`src/heightmap_vertex_normal_unit_macros.svh`:
```
// ----------------------------------------------------------------------------
// Height-grid normal unit assertion macros
// Shared concurrent assertion forms, clocked on clk_i and disabled in reset.
// ----------------------------------------------------------------------------
`ifndef HEIGHTMAP_VERTEX_NORMAL_UNIT_MACROS_SVH
`define HEIGHTMAP_VERTEX_NORMAL_UNIT_MACROS_SVH

// The consequent must hold in the cycle after the antecedent.
`define HVN_ASSERT_NEXT(label, ante, cons) \
  label: assert property (@(posedge clk_i) disable iff (!rst_ni) (ante) |=> (cons)) \
    else $error("assertion failed");

// The consequent must hold in the same cycle as the antecedent.
`define HVN_ASSERT_SAME(label, ante, cons) \
  label: assert property (@(posedge clk_i) disable iff (!rst_ni) (ante) |-> (cons)) \
    else $error("assertion failed");

`endif

```
`src/hvn_pkg.sv`:
```
// ----------------------------------------------------------------------------
// Height-grid normal unit package
// Controller states, control and status structs and datapath widths.
// ----------------------------------------------------------------------------
package hvn_pkg;

  localparam int unsigned CoordW  = 10;
  localparam int unsigned HeightW = 8;
  localparam int unsigned ScaleW  = 10;
  localparam int unsigned MagW    = 11;
  localparam int unsigned SqW     = 22;
  localparam int unsigned Len2W   = 23;
  localparam int unsigned RootW   = 15;
  localparam int unsigned BitW    = 4;
  localparam int unsigned AccW    = 56;
  localparam int unsigned ProdW   = 40;
  localparam int unsigned FracSh  = 28;
  localparam logic [BitW-1:0] TopBit = 4'd14;
  localparam logic [ScaleW-1:0] ScaleReset = 10'd8;

  typedef enum logic [3:0] {
    ST_IDLE, ST_WRITE, ST_RD_L, ST_RD_R, ST_RD_U, ST_RD_D,
    ST_CAP_D, ST_SQUARE, ST_SETUP, ST_ITER, ST_DONE
  } state_e;

  typedef enum logic [2:0] {
    ADDR_WRITE, ADDR_LEFT, ADDR_RIGHT, ADDR_UP, ADDR_DOWN
  } addr_sel_e;

  typedef enum logic [2:0] {
    CAP_NONE, CAP_LEFT, CAP_RIGHT, CAP_UP, CAP_DOWN
  } cap_sel_e;

  typedef struct packed {
    logic      load;
    logic      we;
    addr_sel_e addr_sel;
    cap_sel_e  cap_sel;
    logic      square;
    logic      setup;
    logic      iter;
  } ctrl_t;

  typedef struct packed {
    logic query;
    logic last_bit;
  } status_t;

endpackage

```
`src/hvn_ctrl.sv`:
```
// ----------------------------------------------------------------------------
// Height-grid normal unit controller
// Sequences grid writes, the four neighbour reads and the root search.
// ----------------------------------------------------------------------------
module hvn_ctrl (
  input  logic             clk_i,
  input  logic             rst_ni,
  input  logic             start,
  input  hvn_pkg::status_t status_i,
  output hvn_pkg::ctrl_t   ctrl_o,
  output logic             busy,
  output logic             done_o
);

  hvn_pkg::state_e state_q, state_d;
  logic            accept;

  assign busy   = (state_q != hvn_pkg::ST_IDLE) && (state_q != hvn_pkg::ST_DONE);
  assign accept = start && !busy;

  always_ff @(posedge clk_i or negedge rst_ni) begin
    if (!rst_ni) begin
      state_q <= hvn_pkg::ST_IDLE;
    end else begin
      state_q <= state_d;
    end
  end

  always_comb begin
    state_d = state_q;
    case (state_q)
      hvn_pkg::ST_IDLE, hvn_pkg::ST_DONE: begin
        if (accept) begin
          state_d = status_i.query ? hvn_pkg::ST_RD_L : hvn_pkg::ST_WRITE;
        end else begin
          state_d = hvn_pkg::ST_IDLE;
        end
      end
      hvn_pkg::ST_WRITE:  state_d = hvn_pkg::ST_IDLE;
      hvn_pkg::ST_RD_L:   state_d = hvn_pkg::ST_RD_R;
      hvn_pkg::ST_RD_R:   state_d = hvn_pkg::ST_RD_U;
      hvn_pkg::ST_RD_U:   state_d = hvn_pkg::ST_RD_D;
      hvn_pkg::ST_RD_D:   state_d = hvn_pkg::ST_CAP_D;
      hvn_pkg::ST_CAP_D:  state_d = hvn_pkg::ST_SQUARE;
      hvn_pkg::ST_SQUARE: state_d = hvn_pkg::ST_SETUP;
      hvn_pkg::ST_SETUP:  state_d = hvn_pkg::ST_ITER;
      hvn_pkg::ST_ITER: begin
        if (status_i.last_bit) begin
          state_d = hvn_pkg::ST_DONE;
        end
      end
      default: state_d = hvn_pkg::ST_IDLE;
    endcase
  end

  always_comb begin
    ctrl_o          = '0;
    ctrl_o.addr_sel = hvn_pkg::ADDR_WRITE;
    ctrl_o.cap_sel  = hvn_pkg::CAP_NONE;
    ctrl_o.load     = accept;
    done_o          = 1'b0;
    case (state_q)
      hvn_pkg::ST_WRITE:  ctrl_o.we = 1'b1;
      hvn_pkg::ST_RD_L:   ctrl_o.addr_sel = hvn_pkg::ADDR_LEFT;
      hvn_pkg::ST_RD_R: begin
        ctrl_o.addr_sel = hvn_pkg::ADDR_RIGHT;
        ctrl_o.cap_sel  = hvn_pkg::CAP_LEFT;
      end
      hvn_pkg::ST_RD_U: begin
        ctrl_o.addr_sel = hvn_pkg::ADDR_UP;
        ctrl_o.cap_sel  = hvn_pkg::CAP_RIGHT;
      end
      hvn_pkg::ST_RD_D: begin
        ctrl_o.addr_sel = hvn_pkg::ADDR_DOWN;
        ctrl_o.cap_sel  = hvn_pkg::CAP_UP;
      end
      hvn_pkg::ST_CAP_D:  ctrl_o.cap_sel = hvn_pkg::CAP_DOWN;
      hvn_pkg::ST_SQUARE: ctrl_o.square = 1'b1;
      hvn_pkg::ST_SETUP:  ctrl_o.setup = 1'b1;
      hvn_pkg::ST_ITER:   ctrl_o.iter = 1'b1;
      hvn_pkg::ST_DONE:   done_o = 1'b1;
      default: ;
    endcase
  end

endmodule

```
`config.mk`:
```
export PLATFORM = sky130hd
export DESIGN_NAME = hvn_ctrl
export DESIGN_NICKNAME = d
export VERILOG_FILES = /design/src/heightmap_vertex_normal_unit_macros.svh /design/src/hvn_pkg.sv /design/src/hvn_ctrl.sv
export SDC_FILE = /design/constraint.sdc
export NUM_CORES = 1
export LEC_CHECK = 0
export BUFFER_PORTS_ARGS = -buffer_cell sky130_fd_sc_hd__buf_2
export CAP_MARGIN = 20
export CORE_AREA = 8 8 45 47
export DETAILED_ROUTE_END_ITERATION = 16
export DIE_AREA = 0 0 53 55
export PLACE_DENSITY = 0.53
export SLEW_MARGIN = 0
export SYNTH_ARGS = -nofsm -noshare
export SYNTH_HDL_FRONTEND = slang
export SYNTH_SLANG_ARGS = --single-unit
```
`constraint.sdc`:
```
create_clock -name clk_i -period 1.4 [get_ports clk_i]
set_clock_uncertainty 0.2 [all_clocks]
set_input_delay 0.21 -clock clk_i [delete_from_list [all_inputs] [get_ports clk_i]]
set_output_delay 0.21 -clock clk_i [all_outputs]
set_load 0.01 [all_outputs]
```
=== After elaboration in Yosys (flattened, before gate mapping) ===
Index checks and enable logic that the tools add are counted.

* Logic and storage cells: 30
* Bits of input ports: 5
* Output and inout bits: 13
* Flip-flop bits (word level): 4

* Muxes and demuxes: 11
* Equal/unequal tests: 12
* Reductions and logical operators: 6

{| class="wikitable"
|+ Operator list
! kind !! number
|-
| $pmux 4 s9 || 1
|-
| $pmux 3 s4 || 2
|-
| $eq 4x3->1 const B || 4
|-
| $eq 4x4->1 const B || 3
|-
| $eq 4x2->1 const B || 2
|-
| $mux 1 || 5
|-
| $eq 4x1->1 const B || 1
|-
| $logic_not 4->1 || 1
|-
| $mux 2 || 2
|-
| $mux 4 || 1
|-
| $ne 4x4->1 const B || 1
|-
| $reduce_bool 4->1 || 1
|-
| $logic_and 1x1->1 || 2
|-
| $ne 2x2->1 const B || 1
|-
| $reduce_or 2->1 || 1
|-
| $logic_not 1->1 || 1
|}

=== Depth between registers and ports, before layout ===
Gate-level depths: netlist (run 1).

* Word-level depth: 6
* Gate-level depth with buffers: 4
* Depth with buffers taken out: 3

=== Least setup slack after synthesis (run 1) ===
OpenSTA, ideal clock, no wires.

* Path kind: register to output
* Start: register state_q[3]
* End: output ctrl_o[10] in the netlist's numbering
* Setup slack: 15 ps
* Arrival time: 975 ps
* Data required time: 990 ps
* Buffers on the path: 2
* Stages on the path, launching flop included: 5
* Cells stage by stage: dfrtp_1 buf_6 xnor2_1 and3_1 buf_4

* Longest elaborated chain between the ends: 4
* Elaborated cells between the ends (all ways): 5
* Those cells by class: eq/ne: 1; reduce/logical: 4

{| class="wikitable"
|+ Ends and longest elaborated chain
! element !! RTL line !! source
|-
| start: declaration || hvn_ctrl.sv:15 || <nowiki>hvn_pkg::state_e state_q, state_d;</nowiki>
|-
| start signal: assignment || hvn_ctrl.sv:23 || <nowiki>state_q <= hvn_pkg::ST_IDLE;</nowiki>
|-
| start signal: assignment || hvn_ctrl.sv:25 || <nowiki>state_q <= state_d;</nowiki>
|-
| $ne 4x4->1 / $reduce_bool 4->1 (equally long branches) || hvn_ctrl.sv:18 || <nowiki>assign busy = (state_q != hvn_pkg::ST_IDLE) && (state_q != hvn_pkg::ST_DONE);</nowiki>
|-
| $logic_and 1x1->1 * || hvn_ctrl.sv:18 ||
|-
| $logic_not 1->1 * || hvn_ctrl.sv:19 || <nowiki>assign accept = start && !busy;</nowiki>
|-
| $logic_and 1x1->1 * || hvn_ctrl.sv:19 ||
|-
| end: declaration || hvn_ctrl.sv:10 || <nowiki>output hvn_pkg::ctrl_t ctrl_o,</nowiki>
|}

Every way passes the cells marked *; elsewhere a longest branch is shown, timed or not.

==> results.ini, run 1 <==
[status]
outcome=complete, but fails checks
failed_checks=negative setup slack

[global_routing]
grt_pass1_vias=428
grt_use_total_pct=9.31
grt_antenna_before_repair=0
grt_overflow=0
grt_max_degree=9
grt_pass1_wl_um=1980

[timing]
fin_ws_ns=-0.281
rsz0062_at_grt=true
setup-tns-final_ns=-2.89
finalCritPeriodShare_pct=120
maxSlewHeadroom_pct=84.3
timing.fmax_ghz=0.595
final-hold-violation-count=0
worstMarginPinSlew_ns=0.235
period_needed_ns=1.68
final_max_slew_viol_count=0
setup_violations=14

[critical_path]
crit_arrival_ns=1.27
critical_path.max_fanout=5
crit_path_start=state_q[1]
r2r_cells=4
worstSetupEndpoint=ctrl_o[7]
reg2reg_slack_ns=-0.06
critPathCaptureType=output port
crit_path_start_kind=flop
crit_required_ns=0.99
r2r-end=state_q[1]
crit_type=reg -> out
reg2reg_from=state_q[2]

[yosys]
ys_seq_area_share_pct=25.9
synth_cells=47
synth_seq_cells=4
synthDistinctLibCells=23
syn_nets=52
syn_area_um2=387
syn_area_per_cell_um2=8.23
yosysWarnings=0

[place]
dp_hpwl_um=850
io_buffers=17
place_congestion=0.741

[layout]
postLayoutCoreUtil_pct=49.8
n_antenna_cell=0
drive_gt1_share_pct=70.9
layout.nets=86
largest_reg_flops=4
reg.largest.list=state_q x4
largest-register=state_q
syn2layout_area_growth_pct=78.3

[clock_tree]
clock-sinks=4
root_buffer=clkbuf_4
clkTransAtPathRegs_ns=0.04
numCtsBuffers=3
cts_buffer_depth=2
cts_tree=done
clk_latency_ns=0.24
h-tree-depth=1

[power]
power_density_mw_per_mm2=2490
p_leak_nw=0.347
irDropWorstVdd_mv=1.07

[die]
num_rows=14
core_area_mm2=0.00138
die_area_mm2=0.00292
dieHeight_um=55
initial_core_util_pct=27.9
pin_count=18
dieWidth_um=53

[drt]
ant_nets=0
wl_um=1260
drc=0
wire_per_inst_um=13.2
drtIter0Drc=13
via_count=433
vias_per_cell=4.56
drt-pass1-iter-count=4

[worst_hold_path]
hold_path.class=in -> async

[job]
drv_cap=0

==> worst min path at each step <==
stage | end | slack (ns)
finish | state_q[3] | 0.10
global route | state_q[3] | 0.11
CTS | state_q[3] | 0.10
detailed placement | state_q[3] | -0.18
global placement | state_q[3] | -0.17
floorplan | state_q[0] | -0.29
==> per-layer routing <==
layer	part of all wire [%]	vias to the layer above	wire (um)	track usage, %
met2	47	19	596	14.6
met1	45	193	570	10.9
met5	0	-	0	0
li1	-	221	-	-
met4	0	0	0	1.29
met3	7.2	0	90	5.61
==> logic make-up after synthesis <==
group	share of synthesized area, %
AOI/OAI and AO/OA	12.0
xor gates and xnor gates	4.53
adders and majority gates	2.91
buffers and inverters	15.5
DFF	25.9
and+or+nand+nor	39.2
==> cell usage in the layout (no fill, tap or decap), drive strengths merged <==
| cell | instances |
|---|---|
| inv | 2 |
| nand3 | 1 |
| o21a | 1 |
| xnor2 | 2 |
| dlygate4sd3 | 1 |
| nand4b | 1 |
| a21oi | 2 |
| o311ai | 1 |
| nor2 | 9 |
| dfrtp | 4 |
| clkbuf | 3 |
| or2b | 1 |
| or2 | 1 |
| buf | 33 |
| o22ai | 2 |
| nand2b | 2 |
| nor3 | 3 |
| and3 | 1 |
| maj3 | 1 |
| nand2 | 6 |
| nor3b | 1 |
| nand3b | 1 |
==> worst max-delay path, cell delays in order (launching register included) <==
cell and delay (ns):
dfrtp_2 0.44, buf_4 0.15, nor2_1 0.11, nand2_1 0.08, a21oi_2 0.11, buf_2 0.14
==> per-stage QoR <==
| stage | instance area [um2] | worst slack [ns] | cells | power (mW) | hold WS [ns] |
|---|---|---|---|---|---|
| after floorplan | 387 | 0.0152 | 47 | 0.878 | -0.286 |
| after global placement | 522 | -0.0824 | 86 | 1.18 | -0.171 |
| after detailed placement | 522 | -0.0589 | 86 | 1.18 | -0.176 |
| after CTS | 618 | -0.298 | 93 | 1.52 | 0.101 |
| after global routing | 689 | -0.343 | 95 | 1.87 | 0.106 |
| final | 689 | -0.281 | 95 | 1.72 | 0.104 |
==> cell usage after synthesis, drive strengths merged <==
cell type  count  share of area (%)
nand3          1                1.3
or2            1                1.6
nor3           3                3.9
nand3b         1                5.2
maj3           1                2.9
and3           1                1.6
o22ai          2                4.9
nor2           9                8.7
nor3b          1                1.9
nand2b         2                3.9
a21oi          2                2.6
o311ai         1                2.3
o21a           1                2.3
dfrtp          4                 26
or2b           1                2.9
xnor2          2                4.5
nand4b         1                2.3
nand2          6                5.8
inv            2                1.9
buf            5                 14
==> what timing repair did <==
action / 4_1_cts / 5_1_grt
hold endpoints to repair: 4 / 0
gates resized for setup: 10 / 13
hold buffers: 1 / 0
setup buffers: 3 / 2
pin swaps: 4 / 2
endpoints found under the setup margin: 14 / 14
==> where the power goes <==
part | total (mW) | switching, mW | internal, mW
Combinational | 1.31 | 0.610 | 0.705
Sequential | 0.247 | 0.0733 | 0.174
Clock | 0.155 | 0.0582 | 0.0967
==> area by class of cell <==
class,instances,area (um2)
fill,133,694
timing repair buffer,34,233
tap,16,20.0
clock buffer,3,22.5
sequential,4,103
inverter,2,10.0
multi-input combinational,36,302
Note: power is estimated with default switching activity, not from simulation.
==> inputs of run 2 (changes only) <==
Settings changed: SKIP_CTS_REPAIR_TIMING from default to 1.
==> run 2 against run 1 <==
Compared with the run above: the flow still finishes with violations (negative setup slack); count of clock-buffer cells in the layout did not move; sequential share of layout area rose by 0.56 points; core utilization fell by 0.63 points; clock power fell by 3%; largest cell class unchanged; largest power group unchanged; highest routed layer unchanged.
==> results.ini, run 2 (same netlist as run 1, synthesis figures left out) <==
[critical_path]
r2r-end=state_q[1]
crit_path_start_kind=flop
crit_required_ns=0.99  ; about the same
reg2reg_slack_ns=-0.01  ; +0.05 ns
critPathCaptureType=output port
crit_type=reg -> out
r2r_cells=4  ; unchanged
reg2reg_from=state_q[2]
critical_path.max_fanout=5  ; unchanged
crit_arrival_ns=1.31  ; +0.04 ns

[power]
irDropWorstVdd_mv=1.25  ; +16%
power_frac_seq_pct=16.3  ; +1.9 points
combPwrFrac_pct=74.7  ; -1.9 points
power_mw=1.68  ; -2.0%
power_density_mw_per_mm2=2470  ; -0.75%
p_sw_mw=0.727  ; -1.9%
p_int_mw=0.955  ; -2.1%
p_clk_share_pct=9.0  ; about the same
switching_share_pct=43.2  ; about the same
p_leak_nw=0.336  ; -3.2%

[drt]
ant_nets=0  ; unchanged
wl_um=1250  ; -0.88%
vias_per_cell=4.56  ; about the same
wire_per_inst_um=13.4  ; +1.3%
via_count=424  ; -2.1%
drc=0  ; unchanged
drt-pass1-iter-count=2  ; -2
drtIter0Drc=5  ; -8

[layout]
design_area_um2=681  ; -1.3%
reg.largest.list=state_q x4
postLayoutCoreUtil_pct=49.2  ; -0.63 points
seqCellArea_um2=105  ; +2.4%
multi_input_area_um2=304  ; +0.83%
largest_reg_flops=4  ; unchanged
layout.nets=84  ; -2.3%
n_antenna_cell=0  ; unchanged
mostFrequentLayoutCells=buf_2 (16), buf_4 (10), nor2_1 (7), buf_6 (5)
final_cells=93  ; -2.1%
largest-register=state_q
drive_gt1_share_pct=74.0  ; +3.1 points
fill_cells=137  ; +3.0%
layout_commonest_cell=buf_2
syn2layout_area_growth_pct=76.1

[timing]
maxSlewHeadroom_pct=84.8  ; +0.56 points
finalCritPeriodShare_pct=123  ; +2.5 points
setup_violations=14  ; unchanged
timing.fmax_ghz=0.583  ; -2.0%
worstMarginPinSlew_ns=0.224  ; -0.0103 ns
hold_ws_ns=0.105  ; +0.000882 ns
final_max_slew_viol_count=0  ; unchanged
final-hold-violation-count=0  ; unchanged
rsz0062_at_grt=true
period_needed_ns=1.72  ; +0.0351 ns
fin_ws_ns=-0.316  ; -0.0351 ns

[place]
placed_area_um2=522  ; unchanged
dp_cells=86  ; unchanged
place_congestion=0.741  ; unchanged
io_buffers=17  ; unchanged
dp_hpwl_um=850  ; unchanged

[global_routing]
grt_use_total_pct=8.26  ; -1.0 points
grt_pass1_vias=403  ; -5.8%
grt_overflow=0  ; unchanged
grt_pass1_wl_um=1770  ; -11%
grt_max_degree=9  ; unchanged
grt_antenna_before_repair=0  ; unchanged

[clock_tree]
cts_tree=done
clock-sinks=4  ; unchanged
numCtsBuffers=3  ; unchanged
cts_buffer_depth=2  ; unchanged
root_buffer=clkbuf_4
clk_latency_ns=0.24  ; about the same
h-tree-depth=1  ; unchanged
clkTransAtPathRegs_ns=0.04  ; about the same

[job]
drv_cap=0  ; unchanged

[die]
die_area_mm2=0.00292  ; unchanged
pin_count=18  ; unchanged
core_area_mm2=0.00138  ; unchanged
initial_core_util_pct=27.9  ; unchanged
dieWidth_um=53  ; unchanged
num_rows=14  ; unchanged
dieHeight_um=55  ; unchanged

[worst_hold_path]
hold_path.class=in -> async

[status]
failed_checks=negative setup slack
outcome=complete, but fails checks

-- run 2: how the worst max path moves through the flow --
stage                           from         end  slack, ns
after detailed placement  state_q[1]   ctrl_o[7]      -0.06
after CTS                 state_q[1]   ctrl_o[3]      -0.33
final                     state_q[1]   ctrl_o[7]      -0.32
after global placement    state_q[1]   ctrl_o[7]      -0.08
after floorplan           state_q[3]  ctrl_o[10]       0.02
after global routing      state_q[1]   ctrl_o[7]      -0.39
-- run 2: per-layer routing --
metal  track usage [%]  share of wire [%]  vias up
li1                  -                  -      218
met1              10.2                 46      191
met2              11.7                 48       15
met3              5.61                6.5        0
met4              1.29                  0        0
met5                 0                  0        -
-- run 2: power groups by stage --
stage | clock (mW) | sequential [mW] | combinational, mW
final | 0.151 | 0.275 | 1.26
after global routing | 0.177 | 0.284 | 1.39
after CTS | 0.159 | 0.240 | 0.951
after detailed placement | 0 | 0.238 | 0.947
after global placement | 0 | 0.238 | 0.946
after floorplan | 0 | 0.195 | 0.683
-- run 2: area by class of cell --
type	instances	share of cell area, %
Tap cell	16	2.94
Timing Repair Buffer	32	32.5
Sequential cell	4	15.4
Multi-Input combinational cell	36	44.7
Inverter	2	1.10
Clock buffer	3	3.31
-- run 2: metrics by stage --
step / setup TNS (ns) / worst slack (ns)
floorplan: 0 / 0.0152
global placement: -0.194 / -0.0824
detailed placement: -0.203 / -0.0589
CTS: -3.37 / -0.330
global route: -3.82 / -0.386
finish: -2.77 / -0.316
-- run 2: worst max-delay path: stages, from the launching register on --
cell and delay, ns:
dfrtp_2 0.46, buf_4 0.16, nor2_1 0.09, nand2_1 0.08, a21oi_2 0.15, buf_2 0.15
